[config.mk]
export PLATFORM = sky130hd
export DESIGN_NAME = ppm_queue
export DESIGN_NICKNAME = d
export VERILOG_FILES = /design/src/sv/ppm_pkg.sv /design/src/sv/ppm_queue.sv
export SDC_FILE = /design/constraint.sdc
export NUM_CORES = 1
export LEC_CHECK = 0
export BUFFER_PORTS_ARGS = -buffer_cell sky130_fd_sc_hd__buf_4
export CAP_MARGIN = 20
export CORE_MARGIN = 2
export CORE_UTILIZATION = 55
export CTS_CLUSTER_SIZE = 12
export DETAILED_ROUTE_END_ITERATION = 8
export PLACE_DENSITY = 0.78
export SLEW_MARGIN = 5
export SYNTH_ARGS = -nofsm -noshare
export SYNTH_HDL_FRONTEND = slang
export SYNTH_SLANG_ARGS = --single-unit
[constraint.sdc]
create_clock -name clk -period 7.76 [get_ports clk]
set_input_delay 0.776 -clock clk [delete_from_list [all_inputs] [get_ports clk]]
set_output_delay 0.776 -clock clk [all_outputs]
set_load 0.1 [all_outputs]
[src/sv/ppm_pkg.sv]
package ppm_pkg;

    // Number format
    localparam int COORD_WIDTH = 32;
    localparam int FRAC_BITS   = 16;

    // Derived datapath widths
    localparam int PROD_W = 2 * COORD_WIDTH;          // one coefficient product
    localparam int SUM_W  = PROD_W + 2;               // three-term dot product
    localparam int W_W    = SUM_W - FRAC_BITS;        // floored divisor
    localparam int Q_W    = COORD_WIDTH + 1;          // quotient bits developed
    localparam int DIV_W  = SUM_W + Q_W;              // divider compare width

    localparam int QUEUE_DEPTH_DEF = 4;

    // APB register file
    localparam int APB_ADDR_W = 6;
    localparam int APB_DATA_W = 64;
    localparam int REG_IDX_W  = 3;

    localparam logic [REG_IDX_W-1:0] REG_ROW_ONE     = 3'd0;
    localparam logic [REG_IDX_W-1:0] REG_ROW_TWO     = 3'd1;
    localparam logic [REG_IDX_W-1:0] REG_TRANSLATION = 3'd2;
    localparam logic [REG_IDX_W-1:0] REG_PERSPECTIVE = 3'd3;
    localparam logic [REG_IDX_W-1:0] REG_HOMOG_SCALE = 3'd4;
    localparam logic [REG_IDX_W-1:0] REG_NEAR_CLIP   = 3'd5;

    // Result status codes
    localparam logic [1:0] ST_OK   = 2'd0;
    localparam logic [1:0] ST_SAT  = 2'd1;
    localparam logic [1:0] ST_DIV0 = 2'd2;

    localparam logic signed [COORD_WIDTH-1:0] FIX_ONE =
        COORD_WIDTH'(64'd1 << FRAC_BITS);

    typedef struct packed {
        logic signed [COORD_WIDTH-1:0] x_in;
        logic signed [COORD_WIDTH-1:0] y_in;
    } ppm_in_t;

    typedef struct packed {
        logic signed [COORD_WIDTH-1:0] x_out;
        logic signed [COORD_WIDTH-1:0] y_out;
        logic [1:0]                    status;
    } ppm_out_t;

    // Matrix as seen by the datapath
    typedef struct packed {
        logic signed [COORD_WIDTH-1:0] m11;
        logic signed [COORD_WIDTH-1:0] m12;
        logic signed [COORD_WIDTH-1:0] m21;
        logic signed [COORD_WIDTH-1:0] m22;
        logic signed [COORD_WIDTH-1:0] dx;
        logic signed [COORD_WIDTH-1:0] dy;
        logic signed [COORD_WIDTH-1:0] m13;
        logic signed [COORD_WIDTH-1:0] m23;
        logic signed [COORD_WIDTH-1:0] m33;
        logic                          clip;
    } ppm_cfg_t;

    // Classified point handed from front to back
    typedef struct packed {
        logic signed [SUM_W-1:0] ax;
        logic signed [SUM_W-1:0] ay;
        logic                    wneg;
        logic [W_W-1:0]          wmag;
        logic                    div0;
    } ppm_work_t;

    // One divider stage
    typedef struct packed {
        logic [SUM_W-1:0] rx;
        logic [SUM_W-1:0] ry;
        logic [Q_W-1:0]   qx;
        logic [Q_W-1:0]   qy;
        logic [W_W-1:0]   wmag;
        logic             negx;
        logic             negy;
        logic             ovfx;
        logic             ovfy;
        logic             div0;
    } ppm_div_t;

endpackage

[src/sv/ppm_queue.sv]
module ppm_queue #(
    parameter int QUEUE_DEPTH = ppm_pkg::QUEUE_DEPTH_DEF
) (
    input  logic                              clk,
    input  logic                              rst_n,
    input  logic                              push,
    input  ppm_pkg::ppm_work_t                push_data,
    input  logic                              pop,
    output logic                              head_valid,
    output ppm_pkg::ppm_work_t                head_data,
    output logic [$clog2(QUEUE_DEPTH+1)-1:0]  level
);
    import ppm_pkg::*;

    localparam int PW = (QUEUE_DEPTH > 1) ? $clog2(QUEUE_DEPTH) : 1;
    localparam int LW = $clog2(QUEUE_DEPTH + 1);

    ppm_work_t         entry_reg [QUEUE_DEPTH];
    logic [PW-1:0]     wr_ptr_reg, rd_ptr_reg;
    logic [LW-1:0]     count_reg;
    logic              do_pop;

    assign head_valid = (count_reg != '0);
    assign head_data  = entry_reg[rd_ptr_reg];
    assign level      = count_reg;
    assign do_pop     = pop && head_valid;

    // Pointers and fill count
    always_ff @(posedge clk or negedge rst_n)
    begin
        if (!rst_n)
        begin
            wr_ptr_reg <= '0;
            rd_ptr_reg <= '0;
            count_reg  <= '0;
        end
        else
        begin
            if (push)
                wr_ptr_reg <= (wr_ptr_reg == PW'(QUEUE_DEPTH - 1)) ? '0 : wr_ptr_reg + 1'b1;
            if (do_pop)
                rd_ptr_reg <= (rd_ptr_reg == PW'(QUEUE_DEPTH - 1)) ? '0 : rd_ptr_reg + 1'b1;
            if (push && !do_pop)
                count_reg <= count_reg + 1'b1;
            else if (do_pop && !push)
                count_reg <= count_reg - 1'b1;
        end
    end

    // Entry storage
    always_ff @(posedge clk)
    begin
        if (push)
            entry_reg[wr_ptr_reg] <= push_data;
    end

endmodule

* After elaboration in Yosys (flattened, before gate mapping) *
Memory sizes are Yosys's and may differ from the RTL's.
Cells that the tools add are included.

operators by class
  $add $sub $neg = 4
  eq/ne operators = 2
  muxes and demuxes = 6
  reduce and logical (&&, ||, !) cells = 7

operators by type and width
  kind                 number
  $mux 3               2
  $add 2x1->2 const B  2
  $eq 2x2->1 const B   2
  $mux 2               2
  $add 3x1->3 const B  1
  $logic_and 1x1->1    3
  $reduce_bool 3->1    1
  $sub 3x1->3 const B  1
  $logic_not 1->1      2
  $mux 1               2
  $reduce_bool 2->1    1

storage, ports and cells
  flip-flop bits (word level) = 7
  RAM bits = 736
  output and inout port bits = 188
  logic and storage cells = 23
  memories = 1

memory list
  name       words  width  read ports  clocked after memory_dff  wr ports  line             text
  entry_reg  4      184    1           0                         1         ppm_queue.sv:18  ppm_work_t entry_reg [QUEUE_DEPTH];

* Longest topological paths before layout *
Gate-level depths: netlist (run 1).

  depth after elaboration = 5
  depth in mapped cells = 8
  gate-level depth less buffers = 8

* Worst setup path after synthesis (run 1) *
No wires, ideal clock.

  kind = input to register
  start = input push
  end = memory entry_reg[1][0] (netlist name) (enable)
  data arrival time = 4.957 ns
  required time = 7.194 ns
  slack = 2.237 ns
  stages = 1
  path buffers = 0
  path through = and2_1

on the way
  word-level cells in the longest chain between the ends = 2

ends and longest elaborated chain
  item                          line             text
  start: declaration            ppm_queue.sv:6   input logic push,
  $mux 1                        ppm_queue.sv:53  if (push)
  $mux 1 (not written as such)  ppm_queue.sv:54  entry_reg[wr_ptr_reg] <= push_data;
  end: declaration              ppm_queue.sv:18

Every way passes these cells.

==> results.yml, run 1 <==
detailed_routing:
  vias_per_cell: 5.75
  dr.pass1.iters: 5
  vias: 11937
  routed_wl_um: 50800
  ant_nets: 0
  drt_drc_violations_left: 0
  drtIter0Drc: 767
  wl_per_cell_um: 24.5
clock_tree:
  ctsHtreeMaxLevel: 3
  post_cts_buffers: 0
  path_clk_slew_ns: 0.06
  cts-root-buf: "clkbuf_16"
  cts_tree: "yes"
  clockBufferDepth: 3
  cts.sinks: 743
  insertion_delay_ns: 0.59
  cts_buffers: 75
yosys:
  syn_nets: 1193
  synth_fa_ha_area_share_pct: 0.353
  synth-compound-area-share_pct: 0.0371
  synth_flop_cell: "edfxtp_1"
  synth_cell_types: 18
  synth_xor_area_share_pct: 0.0974
  async_flop_share_pct: 0.942
  ys_warn_count: 0
  synth_edf_count: 736
  ys_ff_latch: 743
  seq_area_frac_synth_pct: 82.6
  synth_mux_area_share_pct: 15.5
  synth_cells: 998
  syn_area_per_cell_sq_um: 27.0
  syn-cell-area_sq_mm: 0.0270
  synth-simple-area-share_pct: 0.200
  synth_top_family_by_area: "multiplexers"
critical_path:
  cp.required_ns: 6.98
  start_kind: "register"
  endpoint_kind: "output port"
  worstPathMaxFanout: 50
  arrival_ns: 3.54
  worstSetupPathType: "register to output port"
finish:
  fin_util_pct: 66.9
  largest_reg_flops: 736
  instances_no_fill: 2077
  final_nets: 1617
  drive_gt1_share_pct: 45.6
  n_fill_cell: 2964
  diodes: 0
  final_cell_mix: "edfxtp_1, buf_4, mux4_2"
  final_common_cell: "edfxtp_1"
  area_delta_synth_final_pct: 20.6
grt:
  overflow: 0
  grt_pass1_wl_um: 75500
  antenna_found_initial: 3
  track_usage_pct: 20.2
  grt_pass1_vias: 12550
  grt_max_degree: 92
status:
  status: "complete, no violations"
sta:
  slew_violations: 0
  fmax_ghz: 0.231
  finalHoldViolCount: 0
  setup_violations: 0
  tightest_slew_ns: 1.10
  setup_tns_ns: 0
  rsz0062_at_grt: "no"
  setup_ws_ns: 3.44
  max-slew-margin-rel_pct: 26.7
  fin_crit_ns: 4.32
  timing.final.crit_share_pct: 55.7
  clock_skew_ns: 0.0182
floorplan:
  io_pins: 376
  fp.coreArea_sq_mm: 0.0486
  num_rows: 81
  die_area_sq_mm: 0.0508
  die_y_um: 225
  fp.dieW_um: 225
  start_util_pct: 55.4
placed_design:
  dp_slack_ns: 3.92
  numPlacedInstances: 1966
  routabilityCongestion: 0.774
  hpwl_um: 29700
  io_buffers: 375
flow_run:
  max_cap_violations: 0
min_path:
  hold_path_class: "primary input to register"
## worst max-delay path, cell delays in order (launching register included)
cell and delay [ns]:
dfrtp_4 1.06, buf_4 0.90, mux4_2 0.64, buf_4 0.26
## path summary, 6_finish.rpt
kind,end,start,slack [ns],cells after the start
min in group asynchronous,level[2]$_DFFE_PN0P_,rst_n,0.54,2
worst max-delay path,head_data[68],rd_ptr_reg[0]$_DFFE_PN0P_,3.44,3
max in group asynchronous,rd_ptr_reg[0]$_DFFE_PN0P_,rst_n,7.07,2
worst max register to register,entry_reg[2][84]$_DFFE_PP_,wr_ptr_reg[0]$_DFFE_PN0P_,4.88,5
worst min register to register,level[2]$_DFFE_PN0P_,level[2]$_DFFE_PN0P_,0.49,1
worst min-delay path,entry_reg[3][23]$_DFFE_PP_,push_data[23],0.38,1
## timing repair
item                      in CTS  in global routing
hold endpoints to repair       7                  0
hold buffers                   1                  0
gates resized for setup        0                  0
## cells by family (layout without fill, tap and decap cells)
group | after synthesis | in the layout
AOI/OAI and AO/OA | 2 | 2
xor gates and xnor gates | 3 | 3
adders and majority gates | 7 | 7
buffers and inverters | 45 | 502
DFF | 743 | 743
muxes | 187 | 187
and+or+nand+nor | 11 | 11
## cell usage after synthesis, drive strengths merged, types with 2 or more instances
master	n	area [sq um]
buf	39	304
clkbuf	3	11.3
ha	6	75.1
mux4	184	4140
edfxtp	736	22100
nor2	3	11.3
dfrtp	7	175
o21ai	2	10.0
inv	3	11.3
nand2	3	11.3
and2	4	25.0
mux2	3	33.8
xor2	2	17.5
## through the flow
step,instance area [sq um],hold slack [ns]
2_1_floorplan,27000,0.480
3_3_place_gp,30400,0.484
3_5_place_dp,30400,0.482
4_1_cts,32500,0.337
5_1_grt,32500,0.352
6_report,32500,0.377
## layer usage
metal	vias up	routed length [um]	global-route usage (%)
met4	6	1240	6.79
met5	-	36	0
met1	6236	20000	27.0
li1	5151	-	-
met2	455	24900	31.8
met3	89	4640	6.62
## final cells by class
| class | instances | area [sq um] | area share (%) |
|---|---|---|---|
| clock inverters | 15 | 124 | 0.381 |
| inverters | 3 | 11.3 | 0.0346 |
| well taps | 622 | 778 | 2.39 |
| multi-input cells | 210 | 4370 | 13.4 |
| repair buffers | 389 | 2940 | 9.03 |
| flip-flops and latches | 743 | 22300 | 68.5 |
| clock buffers | 95 | 2020 | 6.20 |
Power of run 1 is left out: the tool's default activity adds up to more than one toggle a clock period on the data nets, which glitch-free logic cannot reach.
==> run 2, diff against run 1 <==
- clock period: 7.76 -> 4 ns (I/O delays scaled with it)
==> results.yml, run 2 (synthesis results as in run 1) <==
finish:
  final_cell_mix: "edfxtp_1, buf_4, dlygate4sd3_1"
  final_common_cell: "edfxtp_1"
  drive_gt1_share_pct: 41.2
  area_delta_synth_final_pct: 28.6
  fin_util_pct: 71.3
  largest_reg_flops: 736
  final_nets: 1816
  fin_area_sq_mm: 0.0347
clock_tree:
  cts_resized: 0
  cts_tree: "yes"
  clockBufferDepth: 3
  ctsHtreeMaxLevel: 3
  cts.sinks: 743
  insertion_delay_ns: 0.61
  path_clk_slew_ns: 0.06
  cts_buffers: 75
  cts-root-buf: "clkbuf_16"
sta:
  finalHoldViolCount: 0
  rsz0062_at_grt: "no"
  setup_ws_ns: 0.793
  setup_tns_ns: 0
  tightest_slew_ns: 1.03
  slew_violations: 0
  fin_crit_ns: 3.21
  fmax_ghz: 0.312
  max-slew-margin-rel_pct: 31.0
  timing.final.crit_share_pct: 80.2
  setup_violations: 0
  clock_skew_ns: 0.0275
critical_path:
  reg2reg_from: "level[0]$_DFFE_PN0P_"
  start_kind: "register"
  worstPathMaxFanout: 37
  endpoint_kind: "output port"
  cp.required_ns: 3.60
  ff2ff_setup_slack_ns: 1.71
  worstSetupPathType: "register to output port"
  arrival_ns: 2.81
  rr_endpoint: "level[2]$_DFFE_PN0P_"
  r2r_cells: 8
min_path:
  min_from: "push"
  whs_path_depth: 2
  hold_path_class: "primary input to register"
  min_to: "wr_ptr_reg[1]$_DFFE_PN0P_"
floorplan:
  num_rows: 81
  io_pins: 376
  die_area_sq_mm: 0.0508
  fp.coreArea_sq_mm: 0.0486
  fp.dieW_um: 225
  start_util_pct: 55.4
  die_y_um: 225
detailed_routing:
  ant_nets: 0
  routed_wl_um: 58300
  drt_drc_violations_left: 0
  wl_per_cell_um: 25.5
  vias: 13106
  dr.pass1.iters: 5
  drtIter0Drc: 964
  vias_per_cell: 5.74
grt:
  antenna_found_initial: 4
  track_usage_pct: 23.4
  grt_pass1_wl_um: 86900
  grt_pass1_vias: 14162
  grt_max_degree: 64
  overflow: 0
placed_design:
  routabilityCongestion: 0.756
  hpwl_um: 31400
  placed_area_sq_mm: 0.0307
  io_buffers: 375
  dp_slack_ns: 1.37
flow_run:
  max_cap_violations: 0
status:
  status: "complete, no violations"
-- run 2: changes by cell type in the layout (fill, tap and decap cells not counted), sizes merged --
cell         change
diode            +3
dlygate4sd3    +184
buf             +15
inv              +5
clkinv           +1
clkbuf           -3
-- run 2: worst max path at each step --
stage	to	from
floorplan	entry_reg[0][0]$_DFFE_PP_	wr_ptr_reg[0]$_DFFE_PN0P_
global placement	head_data[131]	rd_ptr_reg[0]$_DFFE_PN0P_
detailed placement	head_data[131]	rd_ptr_reg[0]$_DFFE_PN0P_
CTS	head_data[131]	rd_ptr_reg[0]$_DFFE_PN0P_
global route	head_data[80]	rd_ptr_reg[0]$_DFFE_PN0P_
finish	head_data[82]	rd_ptr_reg[0]$_DFFE_PN0P_
-- run 2: metrics by stage --
step	instances	hold slack [ns]
detailed placement	1981	0.217
finish	2282	0.0693
floorplan	998	0.104
CTS	2279	0.0149
global route	2282	0.0822
global placement	1981	0.217
-- run 2: layout make-up --
type	instances	area (sq um)
flip-flops and latches	743	22300
fillers	2717	14000
repair buffers	588	5080
multi-input cells	210	4370
clock buffers	92	1970
well taps	622	778
clock inverters	21	171
inverters	3	11.3
diodes	3	7.51
-- run 2: worst max-delay path, stage by stage, from the launching register on --
cell and delay [ns]:
dfrtp_4 0.93, buf_12 0.37, mux4_2 0.58, buf_4 0.25
-- run 2: metal layers --
metal,GRT usage (%),vias to the layer above,wire length [um],part of all wire [%]
met5,0,-,13,0.022
met4,8.65,2,1600,2.7
met3,5.75,104,4380,7.5
met2,40.3,550,30800,53
met1,28.9,6877,21400,37
li1,-,5573,-,-
-- run 2: what timing repair did --
| item | CTS | global route |
|---|---|---|
| endpoints found under the setup margin | 0 | 0 |
| endpoints found under the hold margin | 743 | 0 |
| hold buffers | 185 | 0 |
| setup buffers | 0 | 0 |
Power of run 2 is left out for the same reason.
