===== src/sv/ppm_pkg.sv =====
package ppm_pkg;

    // Number format
    localparam int COORD_WIDTH = 32;
    localparam int FRAC_BITS   = 16;

    // Derived datapath widths
    localparam int PROD_W = 2 * COORD_WIDTH;          // one coefficient product
    localparam int SUM_W  = PROD_W + 2;               // three-term dot product
    localparam int W_W    = SUM_W - FRAC_BITS;        // floored divisor
    localparam int Q_W    = COORD_WIDTH + 1;          // quotient bits developed
    localparam int DIV_W  = SUM_W + Q_W;              // divider compare width

    localparam int QUEUE_DEPTH_DEF = 4;

    // APB register file
    localparam int APB_ADDR_W = 6;
    localparam int APB_DATA_W = 64;
    localparam int REG_IDX_W  = 3;

    localparam logic [REG_IDX_W-1:0] REG_ROW_ONE     = 3'd0;
    localparam logic [REG_IDX_W-1:0] REG_ROW_TWO     = 3'd1;
    localparam logic [REG_IDX_W-1:0] REG_TRANSLATION = 3'd2;
    localparam logic [REG_IDX_W-1:0] REG_PERSPECTIVE = 3'd3;
    localparam logic [REG_IDX_W-1:0] REG_HOMOG_SCALE = 3'd4;
    localparam logic [REG_IDX_W-1:0] REG_NEAR_CLIP   = 3'd5;

    // Result status codes
    localparam logic [1:0] ST_OK   = 2'd0;
    localparam logic [1:0] ST_SAT  = 2'd1;
    localparam logic [1:0] ST_DIV0 = 2'd2;

    localparam logic signed [COORD_WIDTH-1:0] FIX_ONE =
        COORD_WIDTH'(64'd1 << FRAC_BITS);

    typedef struct packed {
        logic signed [COORD_WIDTH-1:0] x_in;
        logic signed [COORD_WIDTH-1:0] y_in;
    } ppm_in_t;

    typedef struct packed {
        logic signed [COORD_WIDTH-1:0] x_out;
        logic signed [COORD_WIDTH-1:0] y_out;
        logic [1:0]                    status;
    } ppm_out_t;

    // Matrix as seen by the datapath
    typedef struct packed {
        logic signed [COORD_WIDTH-1:0] m11;
        logic signed [COORD_WIDTH-1:0] m12;
        logic signed [COORD_WIDTH-1:0] m21;
        logic signed [COORD_WIDTH-1:0] m22;
        logic signed [COORD_WIDTH-1:0] dx;
        logic signed [COORD_WIDTH-1:0] dy;
        logic signed [COORD_WIDTH-1:0] m13;
        logic signed [COORD_WIDTH-1:0] m23;
        logic signed [COORD_WIDTH-1:0] m33;
        logic                          clip;
    } ppm_cfg_t;

    // Classified point handed from front to back
    typedef struct packed {
        logic signed [SUM_W-1:0] ax;
        logic signed [SUM_W-1:0] ay;
        logic                    wneg;
        logic [W_W-1:0]          wmag;
        logic                    div0;
    } ppm_work_t;

    // One divider stage
    typedef struct packed {
        logic [SUM_W-1:0] rx;
        logic [SUM_W-1:0] ry;
        logic [Q_W-1:0]   qx;
        logic [Q_W-1:0]   qy;
        logic [W_W-1:0]   wmag;
        logic             negx;
        logic             negy;
        logic             ovfx;
        logic             ovfy;
        logic             div0;
    } ppm_div_t;

endpackage


===== src/sv/ppm_regs.sv =====
module ppm_regs (
    input  logic                             clk,
    input  logic                             rst_n,
    input  logic                             psel,
    input  logic                             penable,
    input  logic                             pwrite,
    input  logic [ppm_pkg::APB_ADDR_W-1:0]   paddr,
    input  logic [ppm_pkg::APB_DATA_W-1:0]   pwdata,
    output logic [ppm_pkg::APB_DATA_W-1:0]   prdata,
    output logic                             pready,
    output ppm_pkg::ppm_cfg_t                cfg
);
    import ppm_pkg::*;

    logic [63:0] row_one_reg;
    logic [63:0] row_two_reg;
    logic [63:0] translation_reg;
    logic [63:0] perspective_reg;
    logic [31:0] homog_scale_reg;
    logic        near_clip_reg;

    logic [REG_IDX_W-1:0] idx;
    logic                 wr_en;

    assign idx    = paddr[APB_ADDR_W-1:3];
    assign wr_en  = psel && penable && pwrite;
    assign pready = 1'b1;

    // Register writes
    always_ff @(posedge clk or negedge rst_n)
    begin
        if (!rst_n)
        begin
            row_one_reg     <= 64'h0001_0000_0000_0000;
            row_two_reg     <= 64'h0000_0000_0001_0000;
            translation_reg <= '0;
            perspective_reg <= '0;
            homog_scale_reg <= 32'h0001_0000;
            near_clip_reg   <= 1'b1;
        end
        else if (wr_en)
        begin
            unique case (idx)
                REG_ROW_ONE:     row_one_reg     <= pwdata;
                REG_ROW_TWO:     row_two_reg     <= pwdata;
                REG_TRANSLATION: translation_reg <= pwdata;
                REG_PERSPECTIVE: perspective_reg <= pwdata;
                REG_HOMOG_SCALE: homog_scale_reg <= pwdata[31:0];
                REG_NEAR_CLIP:   near_clip_reg   <= pwdata[0];
                default: ;
            endcase
        end
    end

    // Read mux
    always_comb
    begin
        unique case (idx)
            REG_ROW_ONE:     prdata = row_one_reg;
            REG_ROW_TWO:     prdata = row_two_reg;
            REG_TRANSLATION: prdata = translation_reg;
            REG_PERSPECTIVE: prdata = perspective_reg;
            REG_HOMOG_SCALE: prdata = {32'd0, homog_scale_reg};
            REG_NEAR_CLIP:   prdata = {63'd0, near_clip_reg};
            default:         prdata = '0;
        endcase
    end

    // Coefficients, each a 32-bit field resized to the coordinate width
    assign cfg.m11  = COORD_WIDTH'($signed(row_one_reg[63:32]));
    assign cfg.m12  = COORD_WIDTH'($signed(row_one_reg[31:0]));
    assign cfg.m21  = COORD_WIDTH'($signed(row_two_reg[63:32]));
    assign cfg.m22  = COORD_WIDTH'($signed(row_two_reg[31:0]));
    assign cfg.dx   = COORD_WIDTH'($signed(translation_reg[63:32]));
    assign cfg.dy   = COORD_WIDTH'($signed(translation_reg[31:0]));
    assign cfg.m13  = COORD_WIDTH'($signed(perspective_reg[63:32]));
    assign cfg.m23  = COORD_WIDTH'($signed(perspective_reg[31:0]));
    assign cfg.m33  = COORD_WIDTH'($signed(homog_scale_reg));
    assign cfg.clip = near_clip_reg;

endmodule


===== config.mk =====
export PLATFORM = sky130hd
export DESIGN_NAME = ppm_regs
export DESIGN_NICKNAME = d
export VERILOG_FILES = /design/src/sv/ppm_pkg.sv /design/src/sv/ppm_regs.sv
export SDC_FILE = /design/constraint.sdc
export NUM_CORES = 1
export LEC_CHECK = 0
export BUFFER_PORTS_ARGS = -buffer_cell sky130_fd_sc_hd__buf_2
export CAP_MARGIN = 40
export CORE_ASPECT_RATIO = 0.8
export CORE_UTILIZATION = 35
export DETAILED_ROUTE_END_ITERATION = 6
export PLACE_DENSITY = 0.62
export SLEW_MARGIN = 10
export SYNTH_ARGS = -nofsm -noshare
export SYNTH_HDL_FRONTEND = slang
export SYNTH_SLANG_ARGS = --single-unit

===== constraint.sdc =====
create_clock -name clk -period 1.6 [get_ports clk]
set_input_delay 0.16 -clock clk [delete_from_list [all_inputs] [get_ports clk]]
set_output_delay 0.16 -clock clk [all_outputs]
set_load 0.03 [all_outputs]

### Word-level counts from Yosys, hierarchy flattened

Cells that the tools add are included.

* reductions and logical operators: 9
* mux-type cells: 1
* equal/unequal tests: 5

Operator list (count)
* 64-bit case mux with 6 select lines: 1
* 2-bit AND reduction: 6
* 3-bit by 2-bit == test with 1-bit output, second input constant: 2
* 3-bit == test, second input constant: 2
* 3-bit by 1-bit == test with 1-bit output, second input constant: 1
* 3-bit logical NOT: 1
* 1-bit logical AND: 2

* register bits: 289
* input bits: 75
* output and inout bits: 354
* logic and storage cells: 21

### Logic depth before layout (Yosys ltp)

Gate-level depths: netlist of run 1.

* depth in word-level cells: 3
* mapped depth: 6
* mapped depth without buffers: 3

### Worst setup path before layout of run 1

Ideal clock, no wire load.

* kind: input-to-output
* from: in paddr[4] (netlist bit)
* to: out prdata[13] (netlist bit)
* path buffers: 4
* stages on the path: 6
* slack: -153 ps
* data required time: 1440 ps
* arrival: 1593 ps
* path through: buf_6 > buf_2 > buf_2 > buf_1 > a21oi_1 > o22ai_1

* word-level cells in the longest chain between the ends: 2

RTL lines
* from (decl): RTL line ppm_regs.sv:7 `input logic [ppm_pkg::APB_ADDR_W-1:0] paddr,`
* 3-bit == test (tied with other cells): RTL line ppm_regs.sv:58 `unique case (idx)`
* 64-bit case mux with 6 select lines (*): RTL line ppm_regs.sv:58
* to (decl): RTL line ppm_regs.sv:9 `output logic [ppm_pkg::APB_DATA_W-1:0] prdata,`

Every way passes the cells marked *; elsewhere a longest branch is shown, timed or not.

### Worst setup path after layout of run 1

* from: reg perspective_reg[52]
* to: out prdata[52] (netlist bit)

* word-level cells in the longest chain between the ends: 1

RTL lines
* from (decl): RTL line ppm_regs.sv:18 `logic [63:0] perspective_reg;`
* from (signal assigned): RTL line ppm_regs.sv:47 `REG_PERSPECTIVE: perspective_reg <= pwdata;`
* 64-bit case mux with 6 select lines: RTL line ppm_regs.sv:58

Every way passes these cells.

==> results of run 1 <==
-- metrics by stage --
| stage | instances | setup WS (ns) | power (uW) | util (%) |
|---|---|---|---|---|
| finish | 2093 | -0.316 | 27300 | 54.1 |
| global route | 2093 | -0.376 | 28400 | 54.1 |
| CTS | 2066 | -0.370 | 27100 | 53.2 |
| detailed placement | 1815 | -0.194 | 18700 | 44.9 |
| global placement | 1815 | -0.158 | 18600 | 44.9 |
| floorplan | 888 | -0.00298 | 15600 | - |
-- how the worst max path moves through the flow --
stage / from / end / cells after the start / slack [ns]
finish: perspective_reg[52] / prdata[52] / 3 / -0.32
global route: row_one_reg[60] / prdata[60] / 3 / -0.38
detailed placement: paddr[3] / prdata[3] / 6 / -0.19
floorplan: paddr[4] / prdata[6] / 6 / -0.003
global placement: paddr[3] / prdata[38] / 5 / -0.16
CTS: perspective_reg[60] / prdata[60] / 3 / -0.37
-- cell families (layout without fill, tap and decap cells) --
group                  after synthesis  after routing  share of synthesized area (%)
muxes                              364            364                           34.5
DFF                                289            289                           53.6
AOI/OAI and AO/OA                   93             93                           4.58
buffers and inverters               71            789                           3.76
and+or+nand+nor                     70             70                           3.59
other                                1              1                         0.0278
-- area by class of cell --
class / count / area, um2
Clock buffer: 45 / 878
Clock inverter: 5 / 50.0
Fill cell: 3083 / 17200
Multi-Input combinational cell: 528 / 6220
Sequential cell: 289 / 7240
Tap cell: 487 / 609
Timing Repair Buffer: 739 / 5300
-- layout by cell type, fill, tap and decap left out, drive strengths merged --
master	instances
buf	674
mux2	309
dfrtp	285
dlygate4sd3	65
clkbuf	45
nor2b	37
mux4	32
mux2i	23
a22oi	21
nor3b	21
a21oi	19
o22ai	18
o21ai	11
o2bb2ai	10
o21a	10
clkinv	4
dfstp	4
nand4b	4
o221ai	3
or2	2
nor2	2
nand3	2
a32oi	1
nand2	1
and3	1
conb	1
bufinv	1
-- critical path: stages (launching register included) --
cell and delay, ns:
dfrtp_1 0.40, mux4_2 0.46, nor2b_1 0.14, buf_4 0.19
-- metal layers --
layer	vias to the layer above	global-route usage, %
met5	-	0
met4	0	7.64
met3	88	4.72
met2	354	34.8
met1	5494	30.0
li1	4687	-
-- power groups by stage --
stage          Sequential, uW  Combinational [uW]  Clock (uW)
2_1_floorplan           12700                2980           0
3_3_place_gp            10100                8450           0
3_5_place_dp            10200                8540           0
4_1_cts                  9840               10300        6950
5_1_grt                 10000               11200        7210
6_report                 9880               10600        6750
-- what timing repair did --
action | 4_1_cts | 5_1_grt
pin swaps | 42 | 4
gates cloned | 0 | 0
endpoints found under the setup margin | 64 | 64
resized for setup | 155 | 37
setup buffers | 136 | 27
hold buffers | 65 | 0
endpoints found under the hold margin | 575 | 0
==> results.toml, run 1 <==
[global_route]
antenna_found_initial = 0
grt_pass1_vias = 11053
grt_max_degree = 58
grt_usage_pct = 22.0
grt_overflow = 0
grt_pass1_wl_mm = 67.2

[timing]
finalMaxSlewViolations = 0
setup-violations-final = 64
fin_skew_ns = 0
fin_crit_ns = 1.92
finalSetupTns_ns = -12.56
fin_crit_sh_pct = 120
hold_viol_final = 0
hold-worst-slack_ns = 0.153
worst_slack_ns = -0.316
worst_pin_slew_ns = 0.510
slew_headroom_pct = 66.0
fmax_ghz = 0.522
rsz0062_at_grt = "yes"

[cells_and_area]
area_growth_pct = 50.3
antennaDiodeCount = 0
drive_gt1_share_pct = 70.7
layout.nets = 1663
stdcell_area_um2 = 20300

[setup_path]
cp-start-kind = "flop"
cp_data_required_time_ns = 1.44
criticalPathCategory = "reg2out"
r2r-start = "translation_reg[35]"
end_kind = "primary output"
arrival_ns = 1.76
r2r_end = "translation_reg[35]"
ff2ff_path_depth = 3
r2r_slack_ns = 0.54
crit_fanout = 2

[synthesis]
syn-cell-area_um2 = 13500
netlist.top_cell.by_area = "dfrtp_1"
synth_ff_type = "dfrtp_1"
ys_warn_count = 0
synth-edff-count = 0
syn_nets = 963
ys_seq_area_share_pct = 53.6
synth_top_area_share_pct = 52.8
ys_types = 32
yosys-top-cells-area = "dfrtp_1 53%, mux2_2 21%, mux2_4 6.7%"
yosysMostFrequentCell = "dfrtp_1"
syn_avg_cell_area_um2 = 15.2
synth_common_cells = "285 x dfrtp_1, 249 x mux2_2, 60 x mux2_4, 37 x nor2b_1, 32 x mux4_2"
ys_seq_elements = 289
syn_inst = 888
synth-async-reset-ratio_pct = 100

[die]
num_rows = 63
core_area_um2 = 37500
fp.dieH_um = 178
dieArea_um2 = 39400
ios = 429
fp.dieW_um = 222
initial_core_util_pct = 36.0

[placed_design]
port_buffers = 424
dpl_cell_area_um2 = 16800
hpwlAfterDp_mm = 29.3
gp_congestion = 0.828

[detailed_routing]
detail-route-antenna-nets = 0
drt-vias-per-instance = 5.08
wl_mm = 44.4
drt_iter0_markers = 627
drtPass1Iterations = 4
wl_met1_mm = 19.7
avgRoutedWirePerCell_um = 21.2
vias = 10623
wl_met2_mm = 20.8
top_layer = "met4"
drcViolationCount = 0
wl_met3_mm = 2.48

[power]
seq_power_share_pct = 36.2
ir_drop_v = 0.000848
p_leak_uw = 0.0103
p_comb_share_pct = 39.0
cellPowerDensity_nw_per_um2 = 1340
p_clk_share_pct = 24.8
p_int_uw = 17300
p_switching_uw = 9960
switching_share_pct = 36.5

[cts]
clk_pin_slew_ns = 0.06
cts_buffers = 30
clockBufferDepth = 3
clkLatencyLatePin_ns = 0.57
clockRootBuffer = "clkbuf_16"
htreeDepth = 1
cts_tree = "done"
cts_num_sinks = 289

[run_status]
violations = "negative setup slack"
status = "finished with violations"

[min_path]
hold_path.class = "in2async"

[flow_run]
drv_cap = 0
(Power assumes the default switching activity.)
==> run 2: changes to the inputs <==
--- a/config.mk
+++ b/config.mk
@@ -5,12 +5,13 @@
 export SDC_FILE = /design/constraint.sdc
 export NUM_CORES = 1
 export LEC_CHECK = 0
-export BUFFER_PORTS_ARGS = -buffer_cell sky130_fd_sc_hd__buf_2
 export CAP_MARGIN = 40
 export CORE_ASPECT_RATIO = 0.8
 export CORE_UTILIZATION = 35
+export CTS_BUF_LIST = sky130_fd_sc_hd__clkbuf_8
 export DETAILED_ROUTE_END_ITERATION = 6
-export PLACE_DENSITY = 0.62
+export DONT_BUFFER_PORTS = 1
+export PLACE_DENSITY = 0.53
 export SLEW_MARGIN = 10
 export SYNTH_ARGS = -nofsm -noshare
 export SYNTH_HDL_FRONTEND = slang
==> run 2 against run 1 <==
  * The flow finishes with violations (negative hold slack, negative setup slack)
  * Power is 3.7% lower
  * Sequential power hardly changed
  * Non-clock buffer count is 317 lower
  * Hold slack worse by 0.87 ns
  * Combinational power is 13% lower
  * Via count is 12% lower
  * First-iteration DRC count is 25% lower
  * Core utilization is 3.8 points lower
  * Clock power is 2% higher
  * Wire length is 4.8% lower
  * Die area stayed put
  * Critical path type unchanged
  * Critical endpoint is now prdata[51]
==> results.toml, run 2 (synthesized netlist as in run 1, its figures left out) <==
[run_status]
status = "finished with violations"
violations = "negative hold slack, negative setup slack"

[die]
num_rows = 63
core_area_um2 = 37500
fp.dieH_um = 178
initial_core_util_pct = 36.0
ios = 429
fp.dieW_um = 222
dieArea_um2 = 39400

[global_route]
grt_overflow = 0
grt_max_degree = 290
antenna_found_initial = 1
grt_pass1_wl_mm = 63.6
grt_pass1_vias = 9924
grt_usage_pct = 21.0

[timing]
finalMaxSlewViolations = 0
slew_headroom_pct = 48.1
worst_pin_slew_ns = 0.775
fin_skew_ns = 0
worst_slack_ns = -0.282
finalSetupTns_ns = -12.00
setup-violations-final = 64
fmax_ghz = 0.531
fin_crit_sh_pct = 118
hold_viol_final = 289
fin_crit_ns = 1.88
rsz0062_at_grt = "yes"
hold-worst-slack_ns = -0.721

[min_path]
hold_path.class = "in2async"

[cells_and_area]
antennaDiodeCount = 0
mostFrequentLayoutCells = "303 x buf_4, 242 x dfrtp_1, 235 x mux2_2, 74 x mux2_4, 68 x dlygate4sd3_1"
area_growth_pct = 39.8
layout.nets = 1366
drive_gt1_share_pct = 66.4
postLayoutCoreUtil_pct = 50.3
stdcell_area_um2 = 18900
final_common_cell = "buf_4"

[detailed_routing]
drt-vias-per-instance = 5.18
drtPass1Iterations = 7
detail-route-antenna-nets = 0
drcViolationCount = 0
avgRoutedWirePerCell_um = 23.3
vias = 9401
wl_mm = 42.3
drt_iter0_markers = 470

[setup_path]
r2r-start = "homog_scale_reg[31]"
worst_path_largest_cell_delay_ns = 0.46
cpMaxStageDelayCell = "mux4_2"
crit_chain = "mux4_2 -> nor2b_1 -> buf_4"
cp-start-kind = "flop"
r2r_end = "homog_scale_reg[31]"
ff2ff_path_depth = 3
r2r_slack_ns = 0.11
arrival_ns = 1.72
crit_fanout = 2
criticalPathCategory = "reg2out"
end_kind = "primary output"
cp_data_required_time_ns = 1.44

[cts]
clockRootBuffer = "clkbuf_8"
htreeDepth = 2
cts_num_sinks = 289
cts_tree = "done"
clk_pin_slew_ns = 0.06
clockBufferDepth = 3
ctsHoldBuffers = 68
clkLatencyLatePin_ns = 0.57
cts_buffers = 50

[placed_design]
port_buffers = 0
gp_congestion = 0.798
dpl_cell_area_um2 = 16400
hpwlAfterDp_mm = 26.5

[power]
ir_drop_v = 0.000745
total_power_uw = 26300
cellPowerDensity_nw_per_um2 = 1390
p_leak_uw = 0.00893

[flow_run]
drv_cap = 0
-- run 2: worst max path at each step --
stage | startpoint | end | slack (ns)
floorplan | paddr[4] | prdata[6] | -0.003
global placement | paddr[5] | row_two_reg[55] | 0.06
detailed placement | paddr[5] | row_two_reg[55] | 0.02
CTS | perspective_reg[43] | prdata[43] | -0.35
global route | row_one_reg[41] | prdata[41] | -0.37
finish | perspective_reg[51] | prdata[51] | -0.28
-- run 2: metal layers --
| layer | wire, um | vias to the layer above | share of wire, % | global-route usage [%] |
|---|---|---|---|---|
| met2 | 19900 | 307 | 47 | 33.2 |
| met1 | 18400 | 4887 | 43 | 27.4 |
| met3 | 2860 | 76 | 6.8 | 6.18 |
| met5 | 8 | - | 0.019 | 0 |
| met4 | 1200 | 2 | 2.8 | 7.55 |
| li1 | - | 4129 | - | - |
-- run 2: repair_timing --
| action | 4_1_cts | 5_1_grt |
|---|---|---|
| pin swaps | 40 | 7 |
| endpoints found under the hold margin | 578 | 289 |
| endpoints found under the setup margin | 64 | 64 |
| buffers inserted | 16 | 19 |
| gates resized for setup | 112 | 32 |
-- run 2: final cells by class --
type,count,area (um2)
clock inverters,29,176
fillers,3314,18600
repair buffers,422,3720
well taps,487,609
clock buffers,61,840
flip-flops and latches,289,7290
multi-input cells,528,6250
-- run 2: per-stage QoR --
step	worst slack (ns)	std cells
final	-0.282	1816
after global routing	-0.374	1816
after CTS	-0.346	1797
after detailed placement	0.0167	1623
after global placement	0.0624	1623
after floorplan	-0.00298	888
-- run 2: worst max-delay path: cells and delay by family (launching register included) --
family                 cells  cell delay (ns)
AND/OR/NAND/NOR            1             0.14
buffers and inverters      1             0.16
multiplexers               1             0.46
flip-flops                 1             0.39
-- run 2: power breakdown --
| part | switching, uW | internal, uW |
|---|---|---|
| Clock | 3100 | 3760 |
| Sequential | 1400 | 8800 |
| Combinational | 4980 | 4230 |
